[src/rtl/hst_pkg.sv]
// shared token codes, lexer modes and character class helpers
`timescale 1ns / 1ps
package hst_pkg;

   localparam int LINE_BITS_DEFAULT   = 16;
   localparam int COLUMN_BITS_DEFAULT = 12;
   localparam int MAX_EMITS           = 3;
   localparam int KIND_BITS           = 6;
   localparam int LEN_BITS            = 8;
   localparam int ERR_BITS            = 3;
   localparam logic [3:0] INDENT_WIDTH_RESET = 4'd4;

   typedef enum logic [2:0] {
      MODE_IDLE, MODE_KWORD, MODE_AWORD, MODE_NUMBER, MODE_OPER, MODE_COMMENT
   } lex_mode_type;

   localparam logic [2:0] ERR_NONE = 3'd0, ERR_SHORT_INDENT = 3'd1,
      ERR_TAB_INDENT = 3'd2, ERR_BAD_REAL = 3'd3, ERR_INCREMENT = 3'd4;

   localparam logic [5:0]
      K_UNDEF = 6'd0, K_EOF = 6'd1, K_NEWLINE = 6'd2, K_INDENT = 6'd3, K_IDENT = 6'd4,
      K_INT = 6'd5, K_REAL = 6'd6, K_HI = 6'd7, K_GO = 6'd8, K_IJ = 6'd9, K_NO = 6'd10,
      K_NOPE = 6'd11, K_GG = 6'd12, K_SG = 6'd13, K_TT = 6'd14, K_TRUE = 6'd15,
      K_FALSE = 6'd16, K_COMMA = 6'd17, K_COLON = 6'd18, K_SEMI = 6'd19,
      K_LPAR = 6'd20, K_RPAR = 6'd21, K_LSQ = 6'd22, K_RSQ = 6'd23, K_LBR = 6'd24,
      K_RBR = 6'd25, K_DOT = 6'd26, K_DQ = 6'd27, K_SQ = 6'd28, K_ANNO = 6'd29,
      K_VAARG = 6'd30, K_ADD = 6'd31, K_SUB = 6'd32, K_MUL = 6'd33, K_DIV = 6'd34,
      K_MOD = 6'd35, K_AND = 6'd36, K_OR = 6'd37, K_NOT = 6'd38, K_BAND = 6'd39,
      K_BOR = 6'd40, K_BNOT = 6'd41, K_BXOR = 6'd42, K_LSH = 6'd43, K_RSH = 6'd44,
      K_ASSN = 6'd45, K_MULA = 6'd46, K_DIVA = 6'd47, K_MODA = 6'd48,
      K_ADDA = 6'd49, K_SUBA = 6'd50, K_LSHA = 6'd51, K_RSHA = 6'd52,
      K_ANDA = 6'd53, K_ORA = 6'd54, K_XORA = 6'd55, K_EQ = 6'd56, K_NE = 6'd57,
      K_GT = 6'd58, K_GE = 6'd59, K_LT = 6'd60, K_LE = 6'd61;

   function automatic logic is_kor(input logic [20:0] c);
      return (c >= 21'hAC00 && c <= 21'hD7A3) || (c >= 21'h3131 && c <= 21'h318E);
   endfunction

   function automatic logic is_digit(input logic [20:0] c);
      return c >= 21'h30 && c <= 21'h39;
   endfunction

   function automatic logic is_alpha(input logic [20:0] c);
      return (c >= 21'h61 && c <= 21'h7A) || (c >= 21'h41 && c <= 21'h5A);
   endfunction

   function automatic logic is_blank(input logic [20:0] c);
      return c == 21'h20 || c == 21'h09 || c == 21'h0B || c == 21'h0C || c == 21'h0D;
   endfunction

   // msb set when the text is an operator
   function automatic logic [6:0] oper_lookup(input logic [23:0] t);
      logic [6:0] r;
      r = 7'd0;
      case (t)
         24'h00002C: r = {1'b1, K_COMMA};
         24'h00003A: r = {1'b1, K_COLON};
         24'h00003B: r = {1'b1, K_SEMI};
         24'h000028: r = {1'b1, K_LPAR};
         24'h000029: r = {1'b1, K_RPAR};
         24'h00005B: r = {1'b1, K_LSQ};
         24'h00005D: r = {1'b1, K_RSQ};
         24'h00007B: r = {1'b1, K_LBR};
         24'h00007D: r = {1'b1, K_RBR};
         24'h000022: r = {1'b1, K_DQ};
         24'h000027: r = {1'b1, K_SQ};
         24'h002F2F: r = {1'b1, K_ANNO};
         24'h00002B: r = {1'b1, K_ADD};
         24'h00002D: r = {1'b1, K_SUB};
         24'h00002A: r = {1'b1, K_MUL};
         24'h00002F: r = {1'b1, K_DIV};
         24'h000025: r = {1'b1, K_MOD};
         24'h002626: r = {1'b1, K_AND};
         24'h007C7C: r = {1'b1, K_OR};
         24'h000021: r = {1'b1, K_NOT};
         24'h000026: r = {1'b1, K_BAND};
         24'h00007C: r = {1'b1, K_BOR};
         24'h00007E: r = {1'b1, K_BNOT};
         24'h00005E: r = {1'b1, K_BXOR};
         24'h003C3C: r = {1'b1, K_LSH};
         24'h003E3E: r = {1'b1, K_RSH};
         24'h00003D: r = {1'b1, K_ASSN};
         24'h003D2A: r = {1'b1, K_MULA};
         24'h003D2F: r = {1'b1, K_DIVA};
         24'h003D25: r = {1'b1, K_MODA};
         24'h003D2B: r = {1'b1, K_ADDA};
         24'h003D2D: r = {1'b1, K_SUBA};
         24'h3D3C3C: r = {1'b1, K_LSHA};
         24'h3D3E3E: r = {1'b1, K_RSHA};
         24'h003D26: r = {1'b1, K_ANDA};
         24'h003D7C: r = {1'b1, K_ORA};
         24'h003D5E: r = {1'b1, K_XORA};
         24'h003D3D: r = {1'b1, K_EQ};
         24'h003D21: r = {1'b1, K_NE};
         24'h00003E: r = {1'b1, K_GT};
         24'h003D3E: r = {1'b1, K_GE};
         24'h00003C: r = {1'b1, K_LT};
         24'h003D3C: r = {1'b1, K_LE};
         default:    r = 7'd0;
      endcase
      return r;
   endfunction

   function automatic logic [5:0] word_kind(input logic [20:0] p0, input logic [20:0] p1,
                                            input logic [20:0] p2, input logic [7:0] n);
      logic [5:0] k;
      k = K_IDENT;
      if (p0 == 21'h314E && p1 == 21'h3147 && p2 == 21'h0 && n == 8'd6) k = K_HI;
      if (p0 == 21'h3131 && p1 == 21'h3131 && p2 == 21'h0 && n == 8'd6) k = K_GO;
      if (p0 == 21'h3147 && p1 == 21'h3148 && p2 == 21'h3F && n == 8'd7) k = K_IJ;
      if (p0 == 21'h3134 && p1 == 21'h3134 && p2 == 21'h3F && n == 8'd7) k = K_NO;
      if (p0 == 21'h3134 && p1 == 21'h3134 && p2 == 21'h0 && n == 8'd6) k = K_NOPE;
      if (p0 == 21'h3148 && p1 == 21'h3148 && p2 == 21'h0 && n == 8'd6) k = K_GG;
      if (p0 == 21'h3145 && p1 == 21'h3131 && p2 == 21'h0 && n == 8'd6) k = K_SG;
      if (p0 == 21'h314C && p1 == 21'h314C && p2 == 21'h0 && n == 8'd6) k = K_TT;
      if (p0 == 21'hCC38 && p1 == 21'h0 && p2 == 21'h0 && n == 8'd3) k = K_TRUE;
      if (p0 == 21'hAC70 && p1 == 21'hC9D3 && p2 == 21'h0 && n == 8'd6) k = K_FALSE;
      return k;
   endfunction

endpackage

[src/rtl/hst_lexer.sv]
// utf-8 decode, position tracking, token recognition; a byte per step cycle
`timescale 1ns / 1ps
module hst_lexer #(
   parameter int LINE_BITS   = hst_pkg::LINE_BITS_DEFAULT,
   parameter int COLUMN_BITS = hst_pkg::COLUMN_BITS_DEFAULT,
   parameter int EW          = 6 + LINE_BITS + COLUMN_BITS + 8 + 3 + 1
) (
   input  logic                               clock,
   input  logic                               reset,
   input  logic                               step,
   input  logic                               action,
   input  logic [7:0]                         data_byte,
   input  logic                               cfg_write,
   input  logic [3:0]                         cfg_data,
   output logic [hst_pkg::MAX_EMITS-1:0]      emit_valid,
   output logic [hst_pkg::MAX_EMITS-1:0][EW-1:0] emit_data
);
   import hst_pkg::*;

   logic [3:0]             iw_ff;
   logic                   als_ff, als_in;
   lex_mode_type           mode_ff, mode_in;
   logic [20:0]            acc_ff, acc_in;
   logic [1:0]             left_ff, left_in;
   logic [2:0]             ulen_ff, ulen_in;
   logic [LINE_BITS-1:0]   line_ff, line_in, tl_ff, tl_in;
   logic [COLUMN_BITS-1:0] col_ff, col_in, tc_ff, tc_in;
   logic [7:0]             wc_ff, wc_in;
   logic [20:0]            p0_ff, p0_in, p1_ff, p1_in, p2_ff, p2_in;
   logic [23:0]            op_ff, op_in;
   logic [2:0]             nf_ff, nf_in, sr_ff, sr_in, pend_ff, pend_in;

   logic                   go, eof, done;
   logic [20:0]            cp;
   logic [2:0]             nb;
   logic [3:0]             w, sr4;
   logic [8:0]             wsum;
   logic [1:0]             plen;
   logic [23:0]            cand;
   logic [6:0]             look;
   logic [5:0]             e_kind [3];
   logic [LINE_BITS-1:0]   e_line [3];
   logic [COLUMN_BITS-1:0] e_col [3];
   logic [7:0]             e_len [3];
   logic [2:0]             e_err [3];

   always_comb begin
      als_in = als_ff; mode_in = mode_ff; acc_in = acc_ff; left_in = left_ff;
      ulen_in = ulen_ff; line_in = line_ff; col_in = col_ff; tl_in = tl_ff;
      tc_in = tc_ff; wc_in = wc_ff; p0_in = p0_ff; p1_in = p1_ff; p2_in = p2_ff;
      op_in = op_ff; nf_in = nf_ff; sr_in = sr_ff; pend_in = pend_ff;
      go = 1'b0; eof = 1'b0; done = 1'b0; cp = 21'd0; nb = 3'd0;
      sr4 = 4'd0; wsum = 9'd0; plen = 2'd0; cand = 24'd0; look = 7'd0;
      emit_valid = '0;
      for (int i = 0; i < MAX_EMITS; i++) begin
         e_kind[i] = K_UNDEF; e_line[i] = '0; e_col[i] = '0;
         e_len[i] = 8'd0; e_err[i] = ERR_NONE;
      end
      w = (iw_ff == 4'd0) ? 4'd1 : ((iw_ff > 4'd8) ? 4'd8 : iw_ff);

      // utf-8 front end
      if (step) begin
         if (action) begin
            acc_in = 21'd0; left_in = 2'd0; ulen_in = 3'd0;
            go = 1'b1; eof = 1'b1;
         end else if (left_ff != 2'd0) begin
            acc_in = {acc_ff[14:0], data_byte[5:0]};
            left_in = left_ff - 2'd1;
            if (left_ff == 2'd1) begin
               cp = acc_in; nb = ulen_ff; acc_in = 21'd0; go = 1'b1;
            end
         end else if ((data_byte & 8'hE0) == 8'hC0) begin
            acc_in = {16'd0, data_byte[4:0]}; left_in = 2'd1; ulen_in = 3'd2;
         end else if ((data_byte & 8'hF0) == 8'hE0) begin
            acc_in = {17'd0, data_byte[3:0]}; left_in = 2'd2; ulen_in = 3'd3;
         end else if ((data_byte & 8'hF8) == 8'hF0) begin
            acc_in = {18'd0, data_byte[2:0]}; left_in = 2'd3; ulen_in = 3'd4;
         end else begin
            cp = {13'd0, data_byte}; nb = 3'd1; go = 1'b1;
         end
      end

      if (go) begin
         if (col_in != '1) col_in = col_in + 1'b1;
         // indent handling at line start
         if (als_in) begin
            if (!eof && cp == 21'h20) begin
               if (sr_in == 3'd0) begin
                  tl_in = line_in; tc_in = col_in; wc_in = 8'd0;
               end
               sr4 = {1'b0, sr_in} + 4'd1;
               if (sr4 >= w) begin
                  emit_valid[0] = 1'b1; e_kind[0] = K_INDENT; e_line[0] = tl_in;
                  e_col[0] = tc_in; e_len[0] = {4'd0, sr4}; e_err[0] = pend_in;
                  pend_in = ERR_NONE; sr4 = 4'd0;
               end
               sr_in = sr4[2:0]; done = 1'b1;
            end else begin
               if (sr_in != 3'd0) begin
                  emit_valid[0] = 1'b1; e_kind[0] = K_INDENT; e_line[0] = tl_in;
                  e_col[0] = tc_in; e_len[0] = {5'd0, sr_in}; e_err[0] = ERR_SHORT_INDENT;
                  pend_in = ERR_NONE; sr_in = 3'd0;
               end
               als_in = 1'b0;
               if (!eof && cp == 21'h09) begin
                  pend_in = ERR_TAB_INDENT; done = 1'b1;
               end
            end
         end

         // close or extend the open token
         if (!done) begin
            e_line[1] = tl_in; e_col[1] = tc_in;
            wsum = {1'b0, wc_in} + {6'd0, nb};
            case (mode_in)
               MODE_KWORD: begin
                  if (!eof && (is_kor(cp) || is_digit(cp) || cp == 21'h5F || cp == 21'h3F))
                  begin
                     wc_in = wsum[8] ? 8'hFF : wsum[7:0];
                     if (p0_in == 21'd0) p0_in = cp;
                     else if (p1_in == 21'd0) p1_in = cp;
                     else if (p2_in == 21'd0) p2_in = cp;
                     done = 1'b1;
                  end else begin
                     emit_valid[1] = 1'b1; e_kind[1] = word_kind(p0_in, p1_in, p2_in, wc_in);
                     e_len[1] = wc_in; mode_in = MODE_IDLE;
                  end
               end
               MODE_AWORD: begin
                  if (!eof && (is_alpha(cp) || is_digit(cp) || cp == 21'h5F)) begin
                     wc_in = wsum[8] ? 8'hFF : wsum[7:0]; done = 1'b1;
                  end else begin
                     emit_valid[1] = 1'b1; e_kind[1] = K_IDENT; e_len[1] = wc_in;
                     mode_in = MODE_IDLE;
                  end
               end
               MODE_NUMBER: begin
                  if (!eof && (is_digit(cp) || cp == 21'h2E)) begin
                     if (cp == 21'h2E) begin
                        if (nf_in[0]) nf_in[1] = 1'b1;
                        nf_in[0] = 1'b1;
                     end else begin
                        nf_in[2] = 1'b1;
                     end
                     wc_in = wsum[8] ? 8'hFF : wsum[7:0]; done = 1'b1;
                  end else begin
                     emit_valid[1] = 1'b1; e_len[1] = wc_in;
                     if (wc_in == 8'd3 && !nf_in[2] && nf_in[1]) begin
                        e_kind[1] = K_VAARG;
                     end else if (nf_in[1]) begin
                        e_kind[1] = K_UNDEF;
                        e_err[1] = nf_in[2] ? ERR_BAD_REAL : ERR_NONE;
                     end else begin
                        e_kind[1] = nf_in[0] ? K_REAL : K_INT;
                     end
                     mode_in = MODE_IDLE;
                  end
               end
               MODE_OPER: begin
                  plen = (op_in == 24'd0) ? 2'd0 : ((op_in[23:8] == 16'd0) ? 2'd1 :
                         ((op_in[23:16] == 8'd0) ? 2'd2 : 2'd3));
                  if (!eof && cp < 21'd128 && plen != 2'd3) begin
                     cand = op_in | ({16'd0, cp[7:0]} << {plen, 3'd0});
                     look = oper_lookup(cand);
                     if (look[6]) begin
                        op_in = cand; done = 1'b1;
                     end else if (cand == 24'h002B2B || cand == 24'h002D2D) begin
                        emit_valid[1] = 1'b1; e_kind[1] = K_UNDEF; e_len[1] = 8'd2;
                        e_err[1] = ERR_INCREMENT; mode_in = MODE_IDLE; done = 1'b1;
                     end
                  end
                  if (!done) begin
                     look = oper_lookup(op_in);
                     if (look[6] && look[5:0] == K_ANNO) begin
                        // comment body begins with this code point
                        if (!eof && cp != 21'h0A) done = 1'b1;
                        else mode_in = MODE_IDLE;
                        mode_in = done ? MODE_COMMENT : MODE_IDLE;
                     end else begin
                        emit_valid[1] = 1'b1; e_kind[1] = look[6] ? look[5:0] : K_UNDEF;
                        e_len[1] = {6'd0, plen}; mode_in = MODE_IDLE;
                     end
                  end
               end
               MODE_COMMENT: begin
                  if (!eof && cp != 21'h0A) done = 1'b1;
                  else mode_in = MODE_IDLE;
               end
               default: mode_in = MODE_IDLE;
            endcase
            if (emit_valid[1]) begin
               if (e_err[1] == ERR_NONE) e_err[1] = pend_in;
               pend_in = ERR_NONE;
            end
         end

         // start a new token
         if (!done) begin
            e_line[2] = line_in; e_col[2] = col_in;
            if (eof) begin
               emit_valid[2] = 1'b1; e_kind[2] = K_EOF; e_err[2] = pend_in;
               als_in = 1'b0; mode_in = MODE_IDLE; line_in = '0; col_in = '0;
               tl_in = '0; tc_in = '0; wc_in = 8'd0; p0_in = 21'd0; p1_in = 21'd0;
               p2_in = 21'd0; op_in = 24'd0; nf_in = 3'd0; sr_in = 3'd0;
               pend_in = ERR_NONE;
            end else if (!is_blank(cp)) begin
               tl_in = line_in; tc_in = col_in; wc_in = {5'd0, nb};
               look = oper_lookup({16'd0, cp[7:0]});
               if (cp == 21'h0A) begin
                  wc_in = 8'd0;
                  emit_valid[2] = 1'b1; e_kind[2] = K_NEWLINE; e_len[2] = 8'd1;
                  e_err[2] = pend_in; pend_in = ERR_NONE;
                  if (line_in != '1) line_in = line_in + 1'b1;
                  col_in = '0; als_in = 1'b1;
               end else if (is_kor(cp) || cp == 21'h5F) begin
                  p0_in = cp; p1_in = 21'd0; p2_in = 21'd0; mode_in = MODE_KWORD;
               end else if (is_alpha(cp)) begin
                  mode_in = MODE_AWORD;
               end else if (is_digit(cp) || cp == 21'h2E) begin
                  nf_in = (cp == 21'h2E) ? 3'd1 : 3'd4; mode_in = MODE_NUMBER;
               end else if (cp < 21'd128 && look[6]) begin
                  op_in = {16'd0, cp[7:0]}; mode_in = MODE_OPER;
               end else begin
                  emit_valid[2] = 1'b1; e_kind[2] = K_UNDEF; e_len[2] = {5'd0, nb};
                  e_err[2] = pend_in; pend_in = ERR_NONE;
               end
            end
         end
      end

      emit_data[0] = {e_kind[0], e_line[0], e_col[0], e_len[0], e_err[0],
                      ~(emit_valid[1] | emit_valid[2])};
      emit_data[1] = {e_kind[1], e_line[1], e_col[1], e_len[1], e_err[1], ~emit_valid[2]};
      emit_data[2] = {e_kind[2], e_line[2], e_col[2], e_len[2], e_err[2], 1'b1};
   end

   always_ff @(posedge clock) begin
      if (reset) begin
         iw_ff <= INDENT_WIDTH_RESET; als_ff <= 1'b0; mode_ff <= MODE_IDLE;
         acc_ff <= '0; left_ff <= '0; ulen_ff <= '0; line_ff <= '0; col_ff <= '0;
         tl_ff <= '0; tc_ff <= '0; wc_ff <= '0; p0_ff <= '0; p1_ff <= '0; p2_ff <= '0;
         op_ff <= '0; nf_ff <= '0; sr_ff <= '0; pend_ff <= '0;
      end else begin
         if (cfg_write) iw_ff <= cfg_data;
         als_ff <= als_in; mode_ff <= mode_in; acc_ff <= acc_in; left_ff <= left_in;
         ulen_ff <= ulen_in; line_ff <= line_in; col_ff <= col_in; tl_ff <= tl_in;
         tc_ff <= tc_in; wc_ff <= wc_in; p0_ff <= p0_in; p1_ff <= p1_in; p2_ff <= p2_in;
         op_ff <= op_in; nf_ff <= nf_in; sr_ff <= sr_in; pend_ff <= pend_in;
      end
   end

endmodule

[src/rtl/hst_rsp_queue.sv]
// 4-entry token queue: up to three in, one out unless stalled, per cycle
`timescale 1ns / 1ps
module hst_rsp_queue #(
   parameter int WIDTH = 46
) (
   input  logic                                   clock,
   input  logic                                   reset,
   input  logic [hst_pkg::MAX_EMITS-1:0]          push_valid,
   input  logic [hst_pkg::MAX_EMITS-1:0][WIDTH-1:0] push_data,
   output logic                                   room,
   output logic                                   out_valid,
   input  logic                                   out_stall,
   output logic [WIDTH-1:0]                       out_data
);
   import hst_pkg::*;

   logic [WIDTH-1:0] mem_ff [4];
   logic [1:0]       head_ff, head_in, tail_ff, tail_in;
   logic [2:0]       count_ff, count_in;
   logic [1:0]       pos [3];
   logic             pop;

   always_comb begin
      pop = (count_ff != 3'd0) && !out_stall;
      pos[0] = tail_ff;
      pos[1] = tail_ff + {1'b0, push_valid[0]};
      pos[2] = pos[1] + {1'b0, push_valid[1]};
      tail_in = pos[2] + {1'b0, push_valid[2]};
      head_in = head_ff + {1'b0, pop};
      count_in = count_ff - {2'd0, pop} + {2'd0, push_valid[0]} + {2'd0, push_valid[1]}
                 + {2'd0, push_valid[2]};
   end

   // three free entries needed without counting this cycle's pop
   assign room      = count_ff <= 3'd1;
   assign out_valid = count_ff != 3'd0;
   assign out_data  = mem_ff[head_ff];

   always_ff @(posedge clock) begin
      for (int i = 0; i < MAX_EMITS; i++) begin
         if (push_valid[i]) mem_ff[pos[i]] <= push_data[i];
      end
   end

   always_ff @(posedge clock) begin
      if (reset) begin
         head_ff <= '0; tail_ff <= '0; count_ff <= '0;
      end else begin
         head_ff <= head_in; tail_ff <= tail_in; count_ff <= count_in;
      end
   end

endmodule

[src/rtl/hangul_source_tokenizer.sv]
// top level: streaming tokenizer for utf-8 hangul source text
//
// req channel carries one source byte (req_action 0) or end of input
// (req_action 1) per transaction; a transaction is taken when req_valid is
// high and req_stall low. rsp channel returns tokens with kind, start line,
// start column, byte length, error code and a flag on the last token that a
// transaction produced. csr channel writes indent_width; csr_ready is always
// high and writes belong only where no transaction is in flight.
// a byte is lexed in the cycle it is taken and its tokens (zero to three)
// sit in a four-entry queue; the first reaches rsp no sooner than the next
// cycle. one byte per cycle is sustained while each byte yields at most one
// token and the receiver keeps up; a byte that yields several tokens holds
// req_stall while the queue drains one token a cycle.
// when the receiver stalls the queue fills and req_stall rises once fewer
// than three entries are free. reset clears position, lexer state and the
// queue and sets indent_width to 4.
`timescale 1ns / 1ps
module hangul_source_tokenizer #(
   parameter int LINE_BITS   = hst_pkg::LINE_BITS_DEFAULT,
   parameter int COLUMN_BITS = hst_pkg::COLUMN_BITS_DEFAULT
) (
   input  logic                   clock,
   input  logic                   reset,
   input  logic                   req_valid,
   output logic                   req_stall,
   input  logic                   req_action,
   input  logic [7:0]             req_data_byte,
   output logic                   rsp_valid,
   input  logic                   rsp_stall,
   output logic [5:0]             rsp_token_kind,
   output logic [LINE_BITS-1:0]   rsp_start_line,
   output logic [COLUMN_BITS-1:0] rsp_start_column,
   output logic [7:0]             rsp_byte_length,
   output logic [2:0]             rsp_error_code,
   output logic                   rsp_last_result,
   input  logic                   csr_valid,
   output logic                   csr_ready,
   input  logic [3:0]             csr_indent_width
);
   import hst_pkg::*;

   localparam int EW = 6 + LINE_BITS + COLUMN_BITS + 8 + 3 + 1;

   logic                         room, step;
   logic [MAX_EMITS-1:0]         emit_valid;
   logic [MAX_EMITS-1:0][EW-1:0] emit_data;
   logic [EW-1:0]                head_data;

   assign req_stall = !room;
   assign step      = req_valid && room;
   assign csr_ready = 1'b1;

   hst_lexer #(.LINE_BITS(LINE_BITS), .COLUMN_BITS(COLUMN_BITS), .EW(EW)) u_lexer (
      .clock(clock), .reset(reset), .step(step), .action(req_action),
      .data_byte(req_data_byte), .cfg_write(csr_valid), .cfg_data(csr_indent_width),
      .emit_valid(emit_valid), .emit_data(emit_data)
   );

   hst_rsp_queue #(.WIDTH(EW)) u_queue (
      .clock(clock), .reset(reset), .push_valid(emit_valid & {MAX_EMITS{step}}),
      .push_data(emit_data), .room(room), .out_valid(rsp_valid), .out_stall(rsp_stall),
      .out_data(head_data)
   );

   assign {rsp_token_kind, rsp_start_line, rsp_start_column, rsp_byte_length,
           rsp_error_code, rsp_last_result} = head_data;

endmodule
[config.mk]
export PLATFORM = sky130hd
export DESIGN_NAME = hangul_source_tokenizer
export DESIGN_NICKNAME = d
export VERILOG_FILES = /design/src/rtl/hst_pkg.sv /design/src/rtl/hst_lexer.sv /design/src/rtl/hst_rsp_queue.sv /design/src/rtl/hangul_source_tokenizer.sv
export SDC_FILE = /design/constraint.sdc
export NUM_CORES = 1
export LEC_CHECK = 0
export ABC_CLOCK_PERIOD_IN_PS = 14900
export BUFFER_PORTS_ARGS = -buffer_cell sky130_fd_sc_hd__buf_2
export CORE_ASPECT_RATIO = 0.8
export CORE_MARGIN = 2
export CORE_UTILIZATION = 40
export DETAILED_ROUTE_END_ITERATION = 7
export SLEW_MARGIN = 20
export SYNTH_ARGS = -nofsm -noshare
export SYNTH_HDL_FRONTEND = slang
export SYNTH_SLANG_ARGS = --single-unit
[constraint.sdc]
create_clock -name clock -period 14.9 [get_ports clock]
set_clock_uncertainty 0.05 [all_clocks]
set_input_delay 0.745 -clock clock [delete_from_list [all_inputs] [get_ports clock]]
set_output_delay 0.745 -clock clock [all_outputs]
set_load 0.05 [all_outputs]
# After elaboration in Yosys (flattened, before gate mapping)
# Memories as Yosys holds them, arrays and structs flattened. A register that Yosys moved wholly into a read port is not among the register bits.
# Cells that the tools add are included.
totals:
  out_inout_bits: 49
  ramBits: 184
  input_bits: 18
  n_memories: 1
  wordCells: 645
  register_bits: 195
mem_list:
  columns: ["name", "words", "width", "rd", "rd_clocked_by_memory_dff", "wr", "line", "text"]
  rows:
  - ["u_queue.mem_ff", 4, 46, 1, 1, 3, "hst_rsp_queue.sv:17", "logic [WIDTH-1:0] mem_ff [4];"]
classes:
  order_cmp: 14
  bitwise: 6
  n_shift: 1
  n_reduce_logical: 85
  n_addsub: 13
  eq_ne: 156
  n_mux: 348
ops:
  columns: ["operator", "count"]
  rows:
  - ["$eq 24x14->1 const B", 34]
  - ["$eq 24x6->1 const B", 34]
  - ["$mux 21", 36]
  - ["$pmux 7 s43", 2]
  - ["$mux 24", 16]
  - ["$eq 24x7->1 const B", 14]
  - ["$mux 3", 89]
  - ["$mux 16", 16]
  - ["$eq 21x14->1 const B", 12]
  - ["$mux 8", 30]
  - ["$mux 12", 17]
  - ["$pmux 7 s24", 1]
  - ["$eq 8x6->1 const B", 17]
  - ["$eq 21x4->1 const B", 5]
  - ["$eq 24x22->1 const B", 4]
  - ["$mux 15", 6]
  - ["$eq 21x6->1 const B", 4]
  - ["$mux 7", 12]
  - ["$mux 6", 13]
  - ["$mux 1", 71]
  - ["$eq 21x16->1 const B", 3]
  - ["$logic_not 21->1", 3]
  - ["$eq 8x7->1 const B", 7]
  - ["$eq 24x15->1 const B", 2]
  - ["69 further kinds", 175]

# Depth between registers and ports, before layout
# Gate-level depths: netlist of run 1.
depth:
  ltp_word: 54
  mapped_depth: 29
  depth_no_buf: 23

# Modules after synthesis
# From an unflattened synthesis of run 1, not the netlist that was laid out.
hier_totals:
  hier_cells: 3139
  hier_area_um2: 25545.8
by_module_without_submodules:
  columns: ["module", "seq_area_each_um2", "cells_per_inst", "n_inst", "area_each_um2"]
  rows:
  - ["hst_lexer", 3763.6, 1953, 1, 13837.0]
  - ["hst_rsp_queue", 5665.4, 1179, 1, 11667.4]
  - ["hangul_source_tokenizer", 0.0, 7, 1, 41.3]

# Least setup slack after synthesis of run 1
# No wires, ideal clock.
synth_path:
  path_type: "in2reg"
  from: "input port req_action"
  to: "memory u_queue.mem_ff[1][12] (enable)"
  path_stages: 24
  path_buffers: 4
  t_arrival_ns: 6.264
  t_required_ns: 14.253
  slack_ns: 7.989
  setup_time_ns: 0.597
  path_cell_list: "clkbuf_1 nor2_1 o211ai_2 buf_2 nor2_4 a21oi_1 nor4_1 o31ai_2 o2111ai_2 a32oi_1 buf_6 o31ai_1 or3_1 or3b_2 or3_1 a21oi_2 inv_2 ha_1 xnor2_1 nand3_1 nor2_1 nand2_1 clkbuf_1 nand3_1"
synth_rtl:
  columns: ["element", "line", "text"]
  rows:
  - ["start: declaration", "hangul_source_tokenizer.sv:26", "input logic req_action,"]
  - ["end: declaration", "hst_rsp_queue.sv:17", null]

==> results.cfg, run 1 <==
[synthesis]
yosysMostFrequentCell = nor2_1
ys_warn_count = 0
synth_cells = 2699
syn_nets = 2740
synth_area_leader_cell = dfxtp_1
ys_seq_area_share_pct = 39.1
synth_top_area_share_pct = 20.4
syn_area_per_cell_um2 = 8.56
syn_area_mm2 = 0.0231
synth.top_cells.by_count = 281 x nor2_1, 263 x nand2_1, 248 x nand3_1, 235 x dfxtp_1, 175 x a21oi_1
ys_ff_latch = 379
yosysUniqueCellTypes = 105
synth_area_leaders = dfxtp_1 20%, edfxtp_1 19%, nand3_1 5.4%
async_flop_share_pct = 0
synth-edff-count = 144
synthFlopType = dfxtp_1

[die]
die_h_um = 219
start_util_pct = 40.6
coreArea_mm2 = 0.0569
fp-row-count = 78
die_area_mm2 = 0.0597
die_w_um = 273
pin_count = 67

[clock_network]
htreeDepth = 2
hold_buffers = 0
cts_resized = 0
cts_root_buffer = clkbuf_16
post_cts_buffers = 0
clock_latency_ps = 590
cts_buffers = 44
clk_path_buf_depth = 3
clkTransAtPathRegs_ps = 60
clock_sinks = 379
cts_tree = done

[sta]
tns_ps = 0
relSlewSlack_pct = 20.3
fin_crit_sh_pct = 59.5
tightest_slew_ps = 1190
min_period_ps = 8870
rsz0062_at_grt = no
hold_violations = 0
clock.fmax_mhz = 113
report.final.slew_viol_count = 0
whs_ps = 342
fin_ws_ps = 6030
setup_viol = 0

[finish]
final_util_pct = 44.9
area_delta_synth_final_pct = 10.6
drive_above_1_share_pct = 11.7
num-nets-final = 2681
antenna_cells = 0

[global_route]
busiest_layer = met1
grt_max_degree = 113
grt_remaining_overflow = 0
grt_use_met2_pct = 38.7
antenna_found_initial = 2
grt_pass1_wl_mm = 125
grt_pass1_vias = 20400
grt_use_met3_pct = 5.34
met1_usage_pct = 40.0
grt_usage_pct = 26.9

[placement]
pre_cts_slack_ps = 6240
port_buffers = 65
globalplace.congestion = 0.989
dp_hpwl_mm = 53.8

[power]
ir_drop_v = 0.0000959
powerDensity_mw_per_mm2 = 130
power_mw = 3.31
leakage_nw = 9.51

[status]
status = finished clean

[critical_path]
cp_slowest_cell = a32oi_1
crit_path_end_kind = flop
slowest_delay_ps = 870
cp_max_fo = 56
worst-path-buf-inv = 3
crit_arrival_ps = 9140
crit_type = reg -> reg
cp_top_family = compound AO/OA/AOI/OAI gates
required_ps = 15180
startpoint_type = flop
path_cells = inv_1, ha_1, a21boi_2, o211ai_2, nor2_1, a21oi_2, a211oi_1, o31ai_2, o2111ai_2, a32oi_1, a31oi_2, a21o_1, or3_1, or3_1, a21oi_2, inv_2, ha_1, nor4_1, and2_2, buf_4, nor2_1, a221o_1

[drt]
via_per_inst = 6.38
final_antenna_net_count = 0
vias = 21900
drtPass1Iterations = 6
wl_per_cell_um = 23.7
drc = 0
initialDrtViolationCount = 2704
wl_mm = 81.4

[min_path]
hold_class = in -> reg

[run]
cap_viol_max_count = 0
## state kept, by name (all words and copies together), names as in the netlist
register and cells:
u_lexer.wc_ff 8, u_lexer.left_ff 2, u_lexer.als_ff 1, u_lexer.op_ff 24
u_lexer.p1_ff 21, u_queue.tail_ff 2, u_lexer.mode_ff 3, u_lexer.nf_ff 3
u_lexer.line_ff 16, u_queue.count_ff 3, u_lexer.p0_ff 21, u_queue.mem_ff 184
u_lexer.sr_ff 3, u_lexer.iw_ff 4, u_lexer.acc_ff 15, u_lexer.ulen_ff 3
u_lexer.col_ff 12, u_lexer.p2_ff 21, u_queue.head_ff 2, u_lexer.tc_ff 12
u_lexer.pend_ff 3, u_lexer.tl_ff 16
## final timing paths
kind,from,endpoint,slack [ps],cells after the start
setup reg to reg,u_queue.count_ff[1],u_queue.mem_ff[2][1],6030,22
hold reg to reg,u_lexer.p2_ff[16],u_lexer.p2_ff[16],380,2
setup / recovery,u_queue.count_ff[1],u_queue.mem_ff[2][1],6030,22
hold / removal,csr_indent_width[2],u_lexer.iw_ff[2],340,3
## layout make-up
class	instances	area, µm²
timing repair buffer	112	682
inverter	44	165
clock inverter	24	403
fill	5408	31400
tap	760	951
clock buffer	55	1230
multi-input combinational	2059	13100
sequential	379	9030
## worst min-delay path, stage by stage
cell,delay (ps)
buf_2,80
mux2i_1,60
nand2_1,60
## per-layer routing
metal / share of wire, % / vias to the layer above
met2: 42 / 1252
met3: 11 / 142
li1: - / 9897
met5: 0.022 / -
met4: 2.4 / 2
met1: 45 / 10600
## placed cells by master, fill, tap and decap left out, types with 23 or more instances in the layout
cell / instances
nor4_1: 33
buf_4: 46
mux2i_1: 121
xor2_1: 23
a31oi_1: 39
o21ai_0: 163
nand3_1: 242
mux4_2: 46
nand2_1: 261
a211oi_1: 27
edfxtp_1: 144
o21ai_1: 24
and2_1: 33
a22o_1: 47
a21oi_1: 175
nor2_1: 280
inv_1: 42
nor3_1: 72
clkbuf_16: 45
buf_2: 65
dfxtp_1: 233
nand4_1: 35
and3_1: 34
## stage by stage
step / instance area, µm² / instances
6_report: 25500 / 3433
2_1_floorplan: 23100 / 2699
3_5_place_dp: 23900 / 3354
4_1_cts: 25500 / 3433
3_3_place_gp: 23900 / 3354
5_1_grt: 25500 / 3433
## power by group
part           internal (mW)  total (mW)  switching [mW]
registers               1.15        1.17          0.0278
clock network          0.775        1.24           0.462
logic                  0.225       0.901           0.677
total                   2.15        3.31            1.17
## cell families (layout without fill, tap and decap cells)
family	after synthesis	count (layout)	synth area share (%)
other	1	1	0.0162
flip-flops	379	379	39.1
AND/OR/NAND/NOR	1136	1136	24.0
multiplexers	171	171	9.93
adder cells (fa/ha/maj)	23	23	1.34
buffers and inverters	261	235	4.66
AO/OA/AOI/OAI	690	690	19.6
XOR/XNOR	38	38	1.44
No activity file was read; power rests on OpenSTA's default activity.
==> inputs of run 2 (changes only) <==
- ABC_AREA: unset -> 1
- ABC_CLOCK_PERIOD_IN_PS: 14900 -> 7250
- clock period: 14.9 -> 7.25 ns (I/O delays scaled with it)
==> results.cfg, run 2 <==
[sta]
fin_ws_ps = 672
report.final.slew_viol_count = 0
hold_violations = 0
relSlewSlack_pct = 29.2
rsz0062_at_grt = no
tightest_slew_ps = 1050
clock.fmax_mhz = 152
min_period_ps = 6580
setup_viol = 0
tns_ps = 0
fin_crit_sh_pct = 90.7

[critical_path]
required_ps = 7690
crit_top_cell = nand2_2
cp_max_fo = 20
cp_slowest_cell = fa_1
crit-reg2reg-capture = u_queue.count_ff[2]
crit_arrival_ps = 7020
slowest_delay_ps = 520
crit_path_end_kind = flop
reg2regPathDepth = 36
r2r_slack_ps = 670
startpoint_type = flop
r2r_start = u_queue.count_ff[1]
crit_type = reg -> reg

[synthesis]
syn_nets = 4034
synth_cells = 3993
ys_warn_count = 0
ys_seq_area_share_pct = 34.4
synth-edff-count = 144
syn_area_per_cell_um2 = 6.57
syn_area_mm2 = 0.0262
ys_ff_latch = 379
synth_top_area_share_pct = 17.9
synthFlopType = dfxtp_1
synth_area_leaders = dfxtp_1 18%, edfxtp_1 16%, nand2_1 13%
synth_area_leader_cell = dfxtp_1
async_flop_share_pct = 0
synth.top_cells.by_count = 881 x nand2_1, 537 x nor2_1, 390 x inv_1, 286 x o21ai_0, 284 x a21oi_1
yosysMostFrequentCell = nand2_1
yosysUniqueCellTypes = 68

[die]
start_util_pct = 40.7
pin_count = 67
fp-row-count = 83
die_area_mm2 = 0.0676
die_h_um = 233
coreArea_mm2 = 0.0645
die_w_um = 290

[global_route]
grt_usage_pct = 26.7
antenna_found_initial = 1
grt_pass1_vias = 24300
grt_remaining_overflow = 0
grt_max_degree = 94
grt_pass1_wl_mm = 144

[placement]
dp_hpwl_mm = 63.5
pre_cts_slack_ps = 671
dp.cells = 4753
dpl_cell_area_mm2 = 0.0272
port_buffers = 65
globalplace.congestion = 0.962

[clock_network]
clock_sinks = 379
post_cts_buffers = 0
clkTransAtPathRegs_ps = 60
htreeDepth = 2
cts_buffers = 44
cts_root_buffer = clkbuf_16
cts_tree = done
clock_latency_ps = 610
clk_path_buf_depth = 3

[finish]
drive_above_1_share_pct = 8.60
area_delta_synth_final_pct = 9.17
num-nets-final = 3993
fin_cells = 4838
antenna_cells = 0
layout_commonest_cell = nand2_1
layout_common_cells = 878 x nand2_1, 534 x nor2_1, 388 x inv_1
largest_register_ffs = 184
final_util_pct = 44.4
num-fill-cells = 6684
final_area_mm2 = 0.0286

[min_path]
hold_class = in -> reg
min_to = u_lexer.iw_ff[0]
min_from = csr_valid
whs_path_depth = 3

[drt]
via_per_inst = 5.72
final_antenna_net_count = 0
vias = 27700
wl_mm = 92.4
wl_per_cell_um = 19.1
drc = 0
initialDrtViolationCount = 3322
drtPass1Iterations = 6

[run]
cap_viol_max_count = 0

[power]
ir_drop_v = 0.000193
powerDensity_mw_per_mm2 = 265
leakage_nw = 10.8

[status]
status = finished clean
## run 2: changes by cell type in the layout (fill, tap and decap cells not counted), moves of 46 or more
cell,change
a21oi_1,+109
a22o_1,-46
inv_1,+346
inv_2,+49
mux2i_1,-121
mux4_2,-46
nand2_1,+617
nor2_1,+254
o211ai_1,+167
o21ai_0,+123
o21ai_1,+61
o22ai_1,+53
## run 2: critical path, delay by kind of cell, from the launching register on
kind	cells	cell delay, ps
and+or+nand+nor	20	3230
DFF	1	310
AOI/OAI and AO/OA	3	360
buffers and inverters	8	1150
xor gates and xnor gates	1	160
adders and majority gates	4	1190
## run 2: cell families (layout without fill, tap and decap cells)
family	count (synthesis)	count (layout)	share of synthesized area, %
AND/OR/NAND/NOR	1932	1932	31.7
AO/OA/AOI/OAI	1000	1000	22.4
buffers and inverters	648	643	9.95
flip-flops	379	379	34.4
adder cells (fa/ha/maj)	23	23	1.18
XOR/XNOR	10	10	0.334
other	1	1	0.0143
## run 2: timing repair
| item | 4_1_cts | 5_1_grt |
|---|---|---|
| resized for setup | 0 | 1 |
| setup endpoints to repair | 0 | 1 |
| hold buffers | 3 | 0 |
| endpoints found under the hold margin | 2 | 0 |
## run 2: cell type report
cell class	count	area (µm²)	share of cell area (%)
multi-input cells	2966	14600	51.1
flip-flops and latches	379	9030	31.5
inverters	444	1670	5.85
clock buffers	56	1150	4.00
well taps	850	1060	3.71
repair buffers	117	801	2.80
clock inverters	26	297	1.04
## run 2: worst max-delay path by stage
| stage | start | end | slack [ps] | cells after the start |
|---|---|---|---|---|
| global route | u_queue.count_ff[1] | u_queue.count_ff[2] | 60 | 36 |
| floorplan | u_queue.count_ff[1] | u_queue.mem_ff[1][12] | 1610 | 38 |
| detailed placement | u_lexer.left_ff[0] | u_queue.count_ff[2] | 670 | 25 |
| finish | u_queue.count_ff[1] | u_queue.count_ff[2] | 670 | 36 |
| global placement | u_lexer.left_ff[0] | u_queue.count_ff[2] | 770 | 25 |
| CTS | u_lexer.left_ff[0] | u_queue.count_ff[2] | 640 | 25 |
## run 2: metrics by stage
| step | total power, mW | hold slack [ps] |
|---|---|---|
| 2_1_floorplan | 4.49 | 358 |
| 3_3_place_gp | 5.30 | 365 |
| 3_5_place_dp | 5.31 | 369 |
| 4_1_cts | 7.58 | 4.91 |
| 5_1_grt | 7.90 | 50.6 |
| 6_report | 7.58 | 33.9 |
## run 2: report_power, final
group	total, mW	switching (mW)	internal, mW
Sequential	2.51	0.0852	2.43
Clock	2.29	1.00	1.28
Combinational	2.78	2.21	0.578
## run 2: layer usage
metal	global-route usage, %	vias to the layer above	share of wire (%)
met5	0	-	0
met4	7.31	0	2.5
met3	5.92	152	11
met2	37.1	1342	39
met1	40.7	12700	48
li1	-	13500	-
